<file path="src/rtl/sha_pkg.sv">
// SHA-256 hasher shared types, constants and round functions.
package sha_pkg;

	localparam int unsigned ROUNDS = 64;

	typedef enum logic [2:0] {
		ST_IDLE,
		ST_PAD,
		ST_COMP,
		ST_EMIT
	} state_t;

	typedef struct packed {
		logic       wr_byte;
		logic [7:0] wr_data;
		logic       cnt_inc;
		logic       start;
		logic       put_len;
		logic       reinit;
		logic       emit_step;
	} cmd_t;

	typedef struct packed {
		logic       busy;
		logic       done;
		logic [5:0] fill;
	} sts_t;

	function automatic logic [31:0] round_k(input logic [5:0] i);
		logic [31:0] k [64];
		k = '{
			32'h428a2f98, 32'h71374491, 32'hb5c0fbcf, 32'he9b5dba5, 32'h3956c25b, 32'h59f111f1,
			32'h923f82a4, 32'hab1c5ed5, 32'hd807aa98, 32'h12835b01, 32'h243185be, 32'h550c7dc3,
			32'h72be5d74, 32'h80deb1fe, 32'h9bdc06a7, 32'hc19bf174, 32'he49b69c1, 32'hefbe4786,
			32'h0fc19dc6, 32'h240ca1cc, 32'h2de92c6f, 32'h4a7484aa, 32'h5cb0a9dc, 32'h76f988da,
			32'h983e5152, 32'ha831c66d, 32'hb00327c8, 32'hbf597fc7, 32'hc6e00bf3, 32'hd5a79147,
			32'h06ca6351, 32'h14292967, 32'h27b70a85, 32'h2e1b2138, 32'h4d2c6dfc, 32'h53380d13,
			32'h650a7354, 32'h766a0abb, 32'h81c2c92e, 32'h92722c85, 32'ha2bfe8a1, 32'ha81a664b,
			32'hc24b8b70, 32'hc76c51a3, 32'hd192e819, 32'hd6990624, 32'hf40e3585, 32'h106aa070,
			32'h19a4c116, 32'h1e376c08, 32'h2748774c, 32'h34b0bcb5, 32'h391c0cb3, 32'h4ed8aa4a,
			32'h5b9cca4f, 32'h682e6ff3, 32'h748f82ee, 32'h78a5636f, 32'h84c87814, 32'h8cc70208,
			32'h90befffa, 32'ha4506ceb, 32'hbef9a3f7, 32'hc67178f2};
		return k[i];
	endfunction

	localparam logic [31:0] H_INIT [8] = '{
		32'h6a09e667, 32'hbb67ae85, 32'h3c6ef372, 32'ha54ff53a,
		32'h510e527f, 32'h9b05688c, 32'h1f83d9ab, 32'h5be0cd19};

	localparam logic [7:0] PAD_BYTE = 8'h80;
	localparam logic [5:0] LEN_POS  = 6'd56;

	function automatic logic [31:0] ror(input logic [31:0] v, input int unsigned n);
		return (v >> n) | (v << (32 - n));
	endfunction

endpackage

</file>
<file path="src/rtl/sha_if.sv">
// Valid/ready stream interface.
interface sha_if #(parameter int unsigned W = 9) (input logic clk);
	logic         valid;
	logic         ready;
	logic [W-1:0] payload;
	modport source (output valid, output payload, input ready);
	modport sink (input valid, input payload, output ready);
	modport monitor (input valid, input payload, input ready);
endinterface

</file>
<file path="src/rtl/sha_datapath.sv">
// SHA-256 datapath: block words, length counter, schedule, rounds, digest shift.
module sha_datapath (
	input  logic         clk,
	input  logic         arst_n,
	input  sha_pkg::cmd_t cmd,
	output sha_pkg::sts_t sts,
	output logic [31:0]  digest_word
);
	import sha_pkg::*;

	logic [5:0]  fill_q;
	logic [63:0] cnt_q;
	logic [31:0] h_q [8];
	logic [31:0] v_q [8];
	logic [31:0] w_q [16];
	logic [5:0]  rnd_q;
	logic        busy_q;
	logic        done_q;
	logic [31:0] wnew, wcur, t1, t2, s0, s1;
	logic [63:0] bits;
	logic [31:0] e, a;

	assign bits = {cnt_q[60:0], 3'b000};
	assign e = v_q[4];
	assign a = v_q[0];
	assign s0 = ror(w_q[1], 7) ^ ror(w_q[1], 18) ^ (w_q[1] >> 3);
	assign s1 = ror(w_q[14], 17) ^ ror(w_q[14], 19) ^ (w_q[14] >> 10);
	assign wnew = w_q[0] + s0 + w_q[9] + s1;
	assign wcur = w_q[0];
	assign t1 = v_q[7] + (ror(e, 6) ^ ror(e, 11) ^ ror(e, 25)) + ((e & v_q[5]) ^ (~e & v_q[6]))
		+ round_k(rnd_q) + wcur;
	assign t2 = (ror(a, 2) ^ ror(a, 13) ^ ror(a, 22)) + ((a & v_q[1]) ^ (a & v_q[2]) ^ (v_q[1] & v_q[2]));

	// block bytes land big-endian in the schedule window
	always_ff @(posedge clk) begin
		if (cmd.start) begin
			for (int i = 0; i < 8; i++) begin
				v_q[i] <= h_q[i];
			end
		end else if (busy_q) begin
			v_q[7] <= v_q[6];
			v_q[6] <= v_q[5];
			v_q[5] <= v_q[4];
			v_q[4] <= v_q[3] + t1;
			v_q[3] <= v_q[2];
			v_q[2] <= v_q[1];
			v_q[1] <= v_q[0];
			v_q[0] <= t1 + t2;
		end
		if (busy_q) begin
			for (int i = 0; i < 15; i++) begin
				w_q[i] <= w_q[i + 1];
			end
			w_q[15] <= wnew;
		end else begin
			if (cmd.wr_byte) begin
				w_q[fill_q[5:2]][{~fill_q[1:0], 3'b000} +: 8] <= cmd.wr_data;
			end
			if (cmd.put_len) begin
				w_q[14] <= bits[63:32];
				w_q[15] <= bits[31:0];
			end
		end
	end

	always_ff @(posedge clk or negedge arst_n) begin
		if (!arst_n) begin
			fill_q <= '0;
			cnt_q  <= '0;
			busy_q <= 1'b0;
			done_q <= 1'b0;
			rnd_q  <= '0;
			for (int i = 0; i < 8; i++) h_q[i] <= H_INIT[i];
		end else begin
			done_q <= 1'b0;
			if (cmd.wr_byte) fill_q <= fill_q + 6'd1;
			if (cmd.cnt_inc) cnt_q <= cnt_q + 64'd1;
			if (cmd.start) begin
				busy_q <= 1'b1;
				rnd_q  <= '0;
			end else if (busy_q) begin
				rnd_q <= rnd_q + 6'd1;
				if (rnd_q == 6'(ROUNDS - 1)) begin
					busy_q <= 1'b0;
					done_q <= 1'b1;
				end
			end
			if (done_q) begin
				for (int i = 0; i < 8; i++) h_q[i] <= h_q[i] + v_q[i];
			end
			if (cmd.emit_step) begin
				for (int i = 0; i < 7; i++) h_q[i] <= h_q[i + 1];
				h_q[7] <= h_q[0];
			end
			if (cmd.reinit) begin
				fill_q <= '0;
				cnt_q  <= '0;
				for (int i = 0; i < 8; i++) h_q[i] <= H_INIT[i];
			end
		end
	end

	assign digest_word = h_q[0];
	assign sts.busy = busy_q;
	assign sts.done = done_q;
	assign sts.fill = fill_q;

`ifndef ASSERT_OFF
	a_no_write_busy: assert property (@(posedge clk) disable iff (!arst_n)
		busy_q |-> !cmd.wr_byte) else $error("byte write during compression");
	a_no_start_busy: assert property (@(posedge clk) disable iff (!arst_n)
		busy_q |-> !cmd.start) else $error("start during compression");
	a_done_after: assert property (@(posedge clk) disable iff (!arst_n)
		done_q |-> $past(busy_q)) else $error("done without rounds");
`endif
endmodule

</file>
<file path="src/rtl/sha_ctrl.sv">
// SHA-256 controller: input handshake, padding sequence, digest output.
module sha_ctrl (
	input  logic          clk,
	input  logic          arst_n,
	input  logic          in_valid,
	output logic          in_ready,
	input  logic          in_action,
	input  logic [7:0]    in_data,
	output logic          out_valid,
	input  logic          out_ready,
	output logic [2:0]    out_index,
	output sha_pkg::cmd_t cmd,
	input  sha_pkg::sts_t sts
);
	import sha_pkg::*;

	state_t state_q, state_d;
	logic   final_q;
	logic   len_q;
	logic [2:0] idx_q;
	logic   acc, oacc;

	assign acc  = in_valid && in_ready;
	assign oacc = out_valid && out_ready;
	assign out_index = idx_q;

	always_comb begin
		state_d = state_q;
		case (state_q)
			ST_IDLE: begin
				if (acc && sts.fill == 6'd63) state_d = ST_COMP;
				else if (acc && in_action) state_d = ST_PAD;
			end
			ST_PAD: begin
				if (sts.fill == LEN_POS) state_d = ST_COMP;
				else if (sts.fill == 6'd63) state_d = ST_COMP;
			end
			ST_COMP: begin
				if (sts.done) begin
					if (len_q) state_d = ST_EMIT;
					else if (final_q) state_d = ST_PAD;
					else state_d = ST_IDLE;
				end
			end
			ST_EMIT: begin
				if (oacc && idx_q == 3'd7) state_d = ST_IDLE;
			end
			default: state_d = ST_IDLE;
		endcase
	end

	always_comb begin
		cmd = '0;
		in_ready = 1'b0;
		out_valid = 1'b0;
		case (state_q)
			ST_IDLE: begin
				in_ready = 1'b1;
				if (acc) begin
					cmd.wr_byte = 1'b1;
					cmd.wr_data = in_action ? PAD_BYTE : in_data;
					cmd.cnt_inc = !in_action;
					if (sts.fill == 6'd63) cmd.start = 1'b1;
				end
			end
			ST_PAD: begin
				if (sts.fill == LEN_POS) begin
					cmd.put_len = 1'b1;
					cmd.start = 1'b1;
				end else begin
					cmd.wr_byte = 1'b1;
					cmd.wr_data = 8'h00;
					if (sts.fill == 6'd63) cmd.start = 1'b1;
				end
			end
			ST_EMIT: begin
				out_valid = 1'b1;
				if (oacc) begin
					cmd.emit_step = 1'b1;
					if (idx_q == 3'd7) cmd.reinit = 1'b1;
				end
			end
			default: ;
		endcase
	end

	always_ff @(posedge clk or negedge arst_n) begin
		if (!arst_n) begin
			state_q <= ST_IDLE;
			final_q <= 1'b0;
			len_q   <= 1'b0;
			idx_q   <= '0;
		end else begin
			state_q <= state_d;
			if (acc) final_q <= in_action;
			// a block that carries the length is the last one of the message
			if (cmd.put_len) len_q <= 1'b1;
			else if (cmd.reinit) len_q <= 1'b0;
			if (oacc) idx_q <= idx_q + 3'd1;
		end
	end

`ifndef ASSERT_OFF
	a_out_only_emit: assert property (@(posedge clk) disable iff (!arst_n)
		out_valid |-> state_q == ST_EMIT) else $error("output outside emit");
	a_reinit_last: assert property (@(posedge clk) disable iff (!arst_n)
		cmd.reinit |-> idx_q == 3'd7) else $error("reinit early");
	a_in_idle: assert property (@(posedge clk) disable iff (!arst_n)
		in_ready |-> !sts.busy) else $error("input taken while busy");
`endif
endmodule

</file>
<file path="src/rtl/sha256_stream_hasher.sv">
// Streaming SHA-256 hasher top level.
// Input channel in_req carries {action, data_byte}; action 0 appends a byte,
// action 1 finishes the message. Output channel out_rsp carries
// {digest_word, word_index, last_word}, eight words per finish, word 0 first.
// The 64th byte of a block starts the round unit, which runs one round
// per cycle; no further request is taken until the rounds are done. A
// finish writes padding one byte per cycle up to byte 56, compresses
// (a second block when fewer than 9 bytes were free), then presents the
// eight words; each word waits as long as the receiver holds ready low,
// and no input is taken until the last word is taken.
// After the eighth word the hash state, fill and length return to the
// initial values. Reset clears the same state and the controller at once;
// no clearing pass is needed.
module sha256_stream_hasher (
	input logic clk,
	input logic arst_n,
	sha_if.sink   in_req,
	sha_if.source out_rsp
);
	import sha_pkg::*;

	cmd_t cmd;
	sts_t sts;
	logic [31:0] word;
	logic [2:0]  idx;

	sha_ctrl u_ctrl (
		.clk(clk), .arst_n(arst_n),
		.in_valid(in_req.valid), .in_ready(in_req.ready),
		.in_action(in_req.payload[8]), .in_data(in_req.payload[7:0]),
		.out_valid(out_rsp.valid), .out_ready(out_rsp.ready), .out_index(idx),
		.cmd(cmd), .sts(sts)
	);

	sha_datapath u_dp (
		.clk(clk), .arst_n(arst_n), .cmd(cmd), .sts(sts), .digest_word(word)
	);

	assign out_rsp.payload = {word, idx, idx == 3'd7};
endmodule
</file>
<file path="src/flat_wrapper.sv">
// flat-port wrapper written by rule: the top's interface ports become plain ports
module sha256_stream_hasher_flat import sha_pkg::*;
  (clk, arst_n, in_req_valid, in_req_payload, in_req_ready, out_rsp_valid, out_rsp_payload, out_rsp_ready);
  sha_if in_req_i (.clk(clk));
  sha_if out_rsp_i (.clk(clk));
  input logic clk;
  input logic arst_n;
  input wire logic [$bits(in_req_i.valid)-1:0] in_req_valid;
  input wire logic [$bits(in_req_i.payload)-1:0] in_req_payload;
  output wire logic [$bits(in_req_i.ready)-1:0] in_req_ready;
  output wire logic [$bits(out_rsp_i.valid)-1:0] out_rsp_valid;
  output wire logic [$bits(out_rsp_i.payload)-1:0] out_rsp_payload;
  input wire logic [$bits(out_rsp_i.ready)-1:0] out_rsp_ready;
  assign in_req_i.valid = in_req_valid;
  assign in_req_i.payload = in_req_payload;
  assign in_req_ready = in_req_i.ready;
  assign out_rsp_valid = out_rsp_i.valid;
  assign out_rsp_payload = out_rsp_i.payload;
  assign out_rsp_i.ready = out_rsp_ready;
  sha256_stream_hasher u_core (.clk(clk), .arst_n(arst_n), .in_req(in_req_i), .out_rsp(out_rsp_i));
endmodule
</file>
<file path="config.mk">
export PLATFORM = sky130hd
export DESIGN_NAME = sha256_stream_hasher_flat
export DESIGN_NICKNAME = d
export VERILOG_FILES = /design/src/rtl/sha_pkg.sv /design/src/rtl/sha_if.sv /design/src/rtl/sha_datapath.sv /design/src/rtl/sha_ctrl.sv /design/src/rtl/sha256_stream_hasher.sv /design/src/flat_wrapper.sv
export SDC_FILE = /design/constraint.sdc
export NUM_CORES = 2
export LEC_CHECK = 0
export ABC_AREA = 1
export BUFFER_PORTS_ARGS = -buffer_cell sky130_fd_sc_hd__buf_2
export CAP_MARGIN = 20
export CORE_ASPECT_RATIO = 1.5
export CORE_MARGIN = 2
export CORE_UTILIZATION = 55
export CTS_CLUSTER_SIZE = 24
export DETAILED_ROUTE_END_ITERATION = 12
export HOLD_SLACK_MARGIN = 0.15
export PLACE_DENSITY = 0.74
export SLEW_MARGIN = 40
export SYNTH_ARGS = -nofsm -noshare
export SYNTH_HDL_FRONTEND = slang
export SYNTH_SLANG_ARGS = --single-unit
</file>
<file path="constraint.sdc">
create_clock -name clk -period 9.5 [get_ports clk]
set_input_delay 1.425 -clock clk [delete_from_list [all_inputs] [get_ports clk]]
set_output_delay 1.425 -clock clk [all_outputs]
set_load 0.005 [all_outputs]
</file>
[After elaboration in Yosys (flattened, before gate mapping)]
Memory sizes are Yosys's and may differ from the RTL's.
Index checks and enable logic that the tools add are counted.
Word-level totals
  logic and storage cells: 178
  memories kept: 3
  memory bits (read-only): 2048
  bits in registers: 342
  bits in writable memories: 768
  input bits: 13
Memory list
  (name not given): words 64, width 32, read ports 1, clocked after memory_dff 0, write ports 0, RTL line sha_pkg.sv:43  | return k[i];
  u_core.u_dp.w_q: words 16, width 32, read ports 16, clocked after memory_dff 0, write ports 16, RTL line sha_datapath.sv:15  | logic [31:0] w_q [16];
  u_core.u_dp.v_q: words 8, width 32, read ports 8, clocked after memory_dff 0, write ports 8, RTL line sha_datapath.sv:14  | logic [31:0] v_q [8];
Operators by class
  shift-type cells: 2
  reductions and logical operators: 14
  eq/ne operators: 11
  add/sub/neg operators: 23
  mux-type cells: 68
  $lt $le $gt $ge: 1
  bitwise gates (word level): 39
Operators by type and width (count)
  $mux W256: 3
  $add A32 B32 Y32: 18
  $mux W32: 15
  $xor A32 B32 Y32: 9
  $and A32 B32 Y32: 5
  $mux W64: 2
  $add A64 B1 Y64 const B: 1
  $not A32 Y32: 1
  $or A10 B32 Y32: 1
  $or A13 B32 Y32: 1
  $or A14 B32 Y32: 1
  $or A15 B32 Y32: 1
  $or A19 B32 Y32: 1
  $or A21 B32 Y32: 1
  $or A25 B32 Y32: 1
  $or A26 B32 Y32: 1
  $or A30 B32 Y32: 1
  $or A7 B32 Y32: 1
  $reduce_or A32 Y1: 1
  $shift A8 B7 Y32 const A: 1
  $shiftx A8 B7 Y32: 1
  $xor A32 B22 Y32: 1
  $xor A32 B29 Y32: 1
  $mux W1: 28
  29 further kinds: 61

[Longest topological paths before layout]
  word-level depth: 10
  gate-level depth with buffers: 44
  depth with buffers taken out: 43

[Hierarchy]
Synthesis repeated with hierarchy kept, for this count alone.
Second synthesis, totals
  cell total of the unflattened synthesis: 10374
  area total of the unflattened synthesis: 81660.8 sq um
Modules (own cells, without submodules)
  sha_datapath: instances 1, area an instance 81074.0 sq um, cells each 10279
  sha_ctrl: instances 1, area an instance 573.0 sq um, cells each 92
  sha256_stream_hasher: instances 1, area an instance 13.8 sq um, cells each 3

[Least setup slack after synthesis]
No wires, ideal clock.
  path kind: in2reg
  start: in in_req_valid
  end: reg u_core.u_dp.rnd_q[0]
  path slack: 1.358 ns
  data required time: 9.094 ns
  data arrival time: 7.737 ns
  stages: 7
  cell sequence: inv_1 > nor2_2 > nand3_1 > o21ai_2 > inv_1 > nand2_1 > o21ai_0
On the way
  cells in the longest elaborated chain, start to end: 4
  elaborated cells on any way between the ends: 5
RTL lines
  start, declared: RTL line flat_wrapper.sv:8  | input wire logic [$bits(in_req_i.valid)-1:0] in_req_valid;
  $logic_and A1 B1 Y1 *: RTL line sha_ctrl.sv:23  | assign acc = in_valid && in_ready;
  $mux W11 *: RTL line sha_ctrl.sv:59  | if (acc) begin
  $pmux W1 S2 *: RTL line sha_ctrl.sv:56  | case (state_q)
  $mux W6 / $reduce_bool A2 Y1 (equally long branches)
  end signal, assigned: RTL line sha_datapath.sv:82  | rnd_q <= rnd_q + 6'd1;
  end, declared: RTL line sha_datapath.sv:16  | logic [5:0] rnd_q;
Every way passes the cells marked *; elsewhere a longest branch is shown, timed or not.
A chain may end at the register's enable or synchronous reset.

==> qor.yml <==
fin_worst_skew_ps: 58.1
synth_area_um2: 82500
cap_violations: 0
synthAdderAreaFrac_pct: 10.8
max_stage_delay_ps: 540
layout.nets: 10800
avgSynthCellArea_um2: 8.03
io_pins: 24
worst_slew_pin_slew_ps: 977
row_count: 174
startpoint_type: "flip-flop"
floorplan.initialDensity_pct: 55.3
yosysTopAreaCell: "edfxtp_1"
antenna_found_initial: 31
yosys_warnings: 0
postCtsSetupBuffers: 0
chipWidth_um: 320
crit_slowest_cell: "dfrtp_2"
clkSlewWorstSetupHoldPaths_ps: 70
syn_nets: 10900
clkLatencyLatePin_ps: 830
dieArea_um2: 153000
synth_area_leaders: "edfxtp_1 28%, nand2_1 10%, o21ai_0 6.4%"
place_area_um2: 84700
ys_seq_area_share_pct: 38.4
first_pass_iters: 10
grt_pass1_vias: 78700
status: "finished, final reports clean"
postRouteAntennaNets: 0
synth_compound_area_share_pct: 17.3
grt_max_degree: 143
via_per_inst: 6.55
synth-simple-area-share_pct: 19.3
ys_ff_latch: 1106
area_growth_pct: 7.59
overflow: 0
grt_pass1_wl_um: 566000
min_period_ps: 9000
arrival_ps: 9550
h-tree-depth: 3
drv_slew: 0
cts_buffers: 108
final_core_util_pct: 59.5
fill_cells: 13400
hold_viol_final: 0
slew_headroom_pct: 34.5
crit_required_ps: 10050
cts_resized: 0
drive_above_1_share_pct: 7.40
core_um2: 149000
crit_top_cell: "inv_1"
synthFlopType: "edfxtp_1"
wl_per_cell_um: 32.1
path_max_fanout: 13
synth_top_area_share_pct: 27.9
synth_cell_types: 68
dp_hpwl_um: 297000
cts_tree: "built"
grtUsageTotal_pct: 51.8
finalCritPeriodShare_pct: 94.7
synthXorXnorAreaFrac_pct: 4.73
cts.path.max_buffers: 3
hold_buffers: 0
final_cells: 12200
crit_type: "reg2reg"
syn_inst: 10300
rsz0062_at_grt: "no"
drt_wl_total_um: 393000
setup-tns-final_ps: 0
place_congestion: 1.14
stdcell_area_um2: 88800
ys_async_sr_fraction_pct: 30.6
place_inst: 12000
cts_root_buffer: "clkbuf_16"
final-setup-viol-count: 0
die_h_um: 478
synthMuxAreaShare_pct: 1.76
cts.sinks: 1106
synth_top_family_by_area: "simple AND/OR/NAND/NOR gates"
fmax_mhz: 111
num_vias: 80000
endpoint_kind: "flip-flop"
drc: 0
worstHoldPathType: "reg2reg"
io_buffer_count: 23
drt_iter0_markers: 10300
synth-edff-count: 768
cells in the final DEF, fill, tap and decap left out, types with 200 or more instances in the layout:
| cell | instances |
|---|---|
| a21oi_1 | 783 |
| dfrtp_1 | 200 |
| edfxtp_1 | 768 |
| ha_1 | 401 |
| inv_1 | 1234 |
| nand2_1 | 2278 |
| nand3_1 | 422 |
| nor2_1 | 678 |
| o21ai_0 | 1014 |
| xor2_1 | 266 |
routing by layer:
metal,global-route usage (%),up-vias,part of all wire (%)
met5,1.65,-,0.020
met4,61.3,14,16
met3,16.1,2446,9.5
met2,82.5,5402,45
met1,49.0,37700,29
li1,-,34500,-
kinds of logic (layout without fill, tap and decap cells):
family,after synthesis,count (layout)
AOI/OAI and AO/OA,2545,2545
xor gates and xnor gates,446,446
adders and majority gates,598,598
buffers and inverters,1641,1622
DFF,1106,1106
muxes,130,130
other,0,18
and+or+nand+nor,3816,3816
cell usage after synthesis, types with 125 or more instances:
cell / n
nand2_1: 2282
inv_1: 1244
o21ai_0: 1057
a21oi_1: 802
edfxtp_1: 768
nor2_1: 693
nand3_1: 427
ha_1: 401
clkbuf_1: 308
xor2_1: 269
dfrtp_1: 202
fa_1: 195
xnor2_1: 177
o21a_1: 145
dfstp_2: 136
nand4_1: 127
nor3_1: 125
layout make-up:
cell class | instances | area (um2) | area share (%)
Multi-Input combinational cell | 7535 | 44900 | 50.5
Sequential cell | 1106 | 31700 | 35.7
Inverter | 1258 | 4740 | 5.34
Clock buffer | 125 | 2790 | 3.14
Tap cell | 1936 | 2420 | 2.73
Timing Repair Buffer | 158 | 1290 | 1.45
Clock inverter | 81 | 950 | 1.07
Antenna cell | 18 | 45.0 | 0.0507
critical path: cells and delay by family, from the launching register on:
kind	cells	cell delay (ps)
compound gates	8	2050
xor+xnor	1	330
buf+inv	6	930
simple gates	11	1900
flops	1	540
fa+ha+maj	7	2990
per-stage QoR:
step                      worst slack, ps  hold slack [ps]
final                                 502              481
after global routing                 94.2              513
after CTS                             676              481
after detailed placement              689              468
after global placement                661              452
after floorplan                      1360              433
flip-flops by register name (all words and copies together) (netlist names):
name and flops:
u_core.u_ctrl.out_index 3, u_core.u_ctrl.len_q 1, u_core.u_dp.w_q 512, u_core.u_ctrl.state_q 2, u_core.u_dp.fill_q 6, u_core.u_dp.rnd_q 6
u_core.u_ctrl.final_q 1, u_core.u_dp.done_q 1, u_core.u_dp.busy_q 1, u_core.u_dp.v_q 256, u_core.u_dp.h_q 224, u_core.u_dp.digest_word 32
u_core.u_dp.cnt_q 61
path summary, 6_finish.rpt:
check	startpoint	endpoint	slack, ps	depth (start not counted)
max in group asynchronous	arst_n	u_core.u_dp.cnt_q[43]$_DFFE_PN0P_	7100	4
worst min-delay path	u_core.u_dp.cnt_q[34]$_DFFE_PN0P_	u_core.u_dp.cnt_q[34]$_DFFE_PN0P_	480	1
worst max register to register	u_core.u_dp.rnd_q[0]$_DFFE_PN0P_	u_core.u_dp.v_q[0][21]$_DFFE_PP_	500	33
min in group asynchronous	arst_n	u_core.u_dp.h_q[167]$_DFFE_PN0P_	580	1
worst min register to register	u_core.u_dp.cnt_q[34]$_DFFE_PN0P_	u_core.u_dp.cnt_q[34]$_DFFE_PN0P_	480	1
worst max-delay path	u_core.u_dp.rnd_q[0]$_DFFE_PN0P_	u_core.u_dp.v_q[0][21]$_DFFE_PP_	500	33
Power is not shown: default switching activity piles up to over one toggle a cycle in this logic, so the estimate is an artifact.
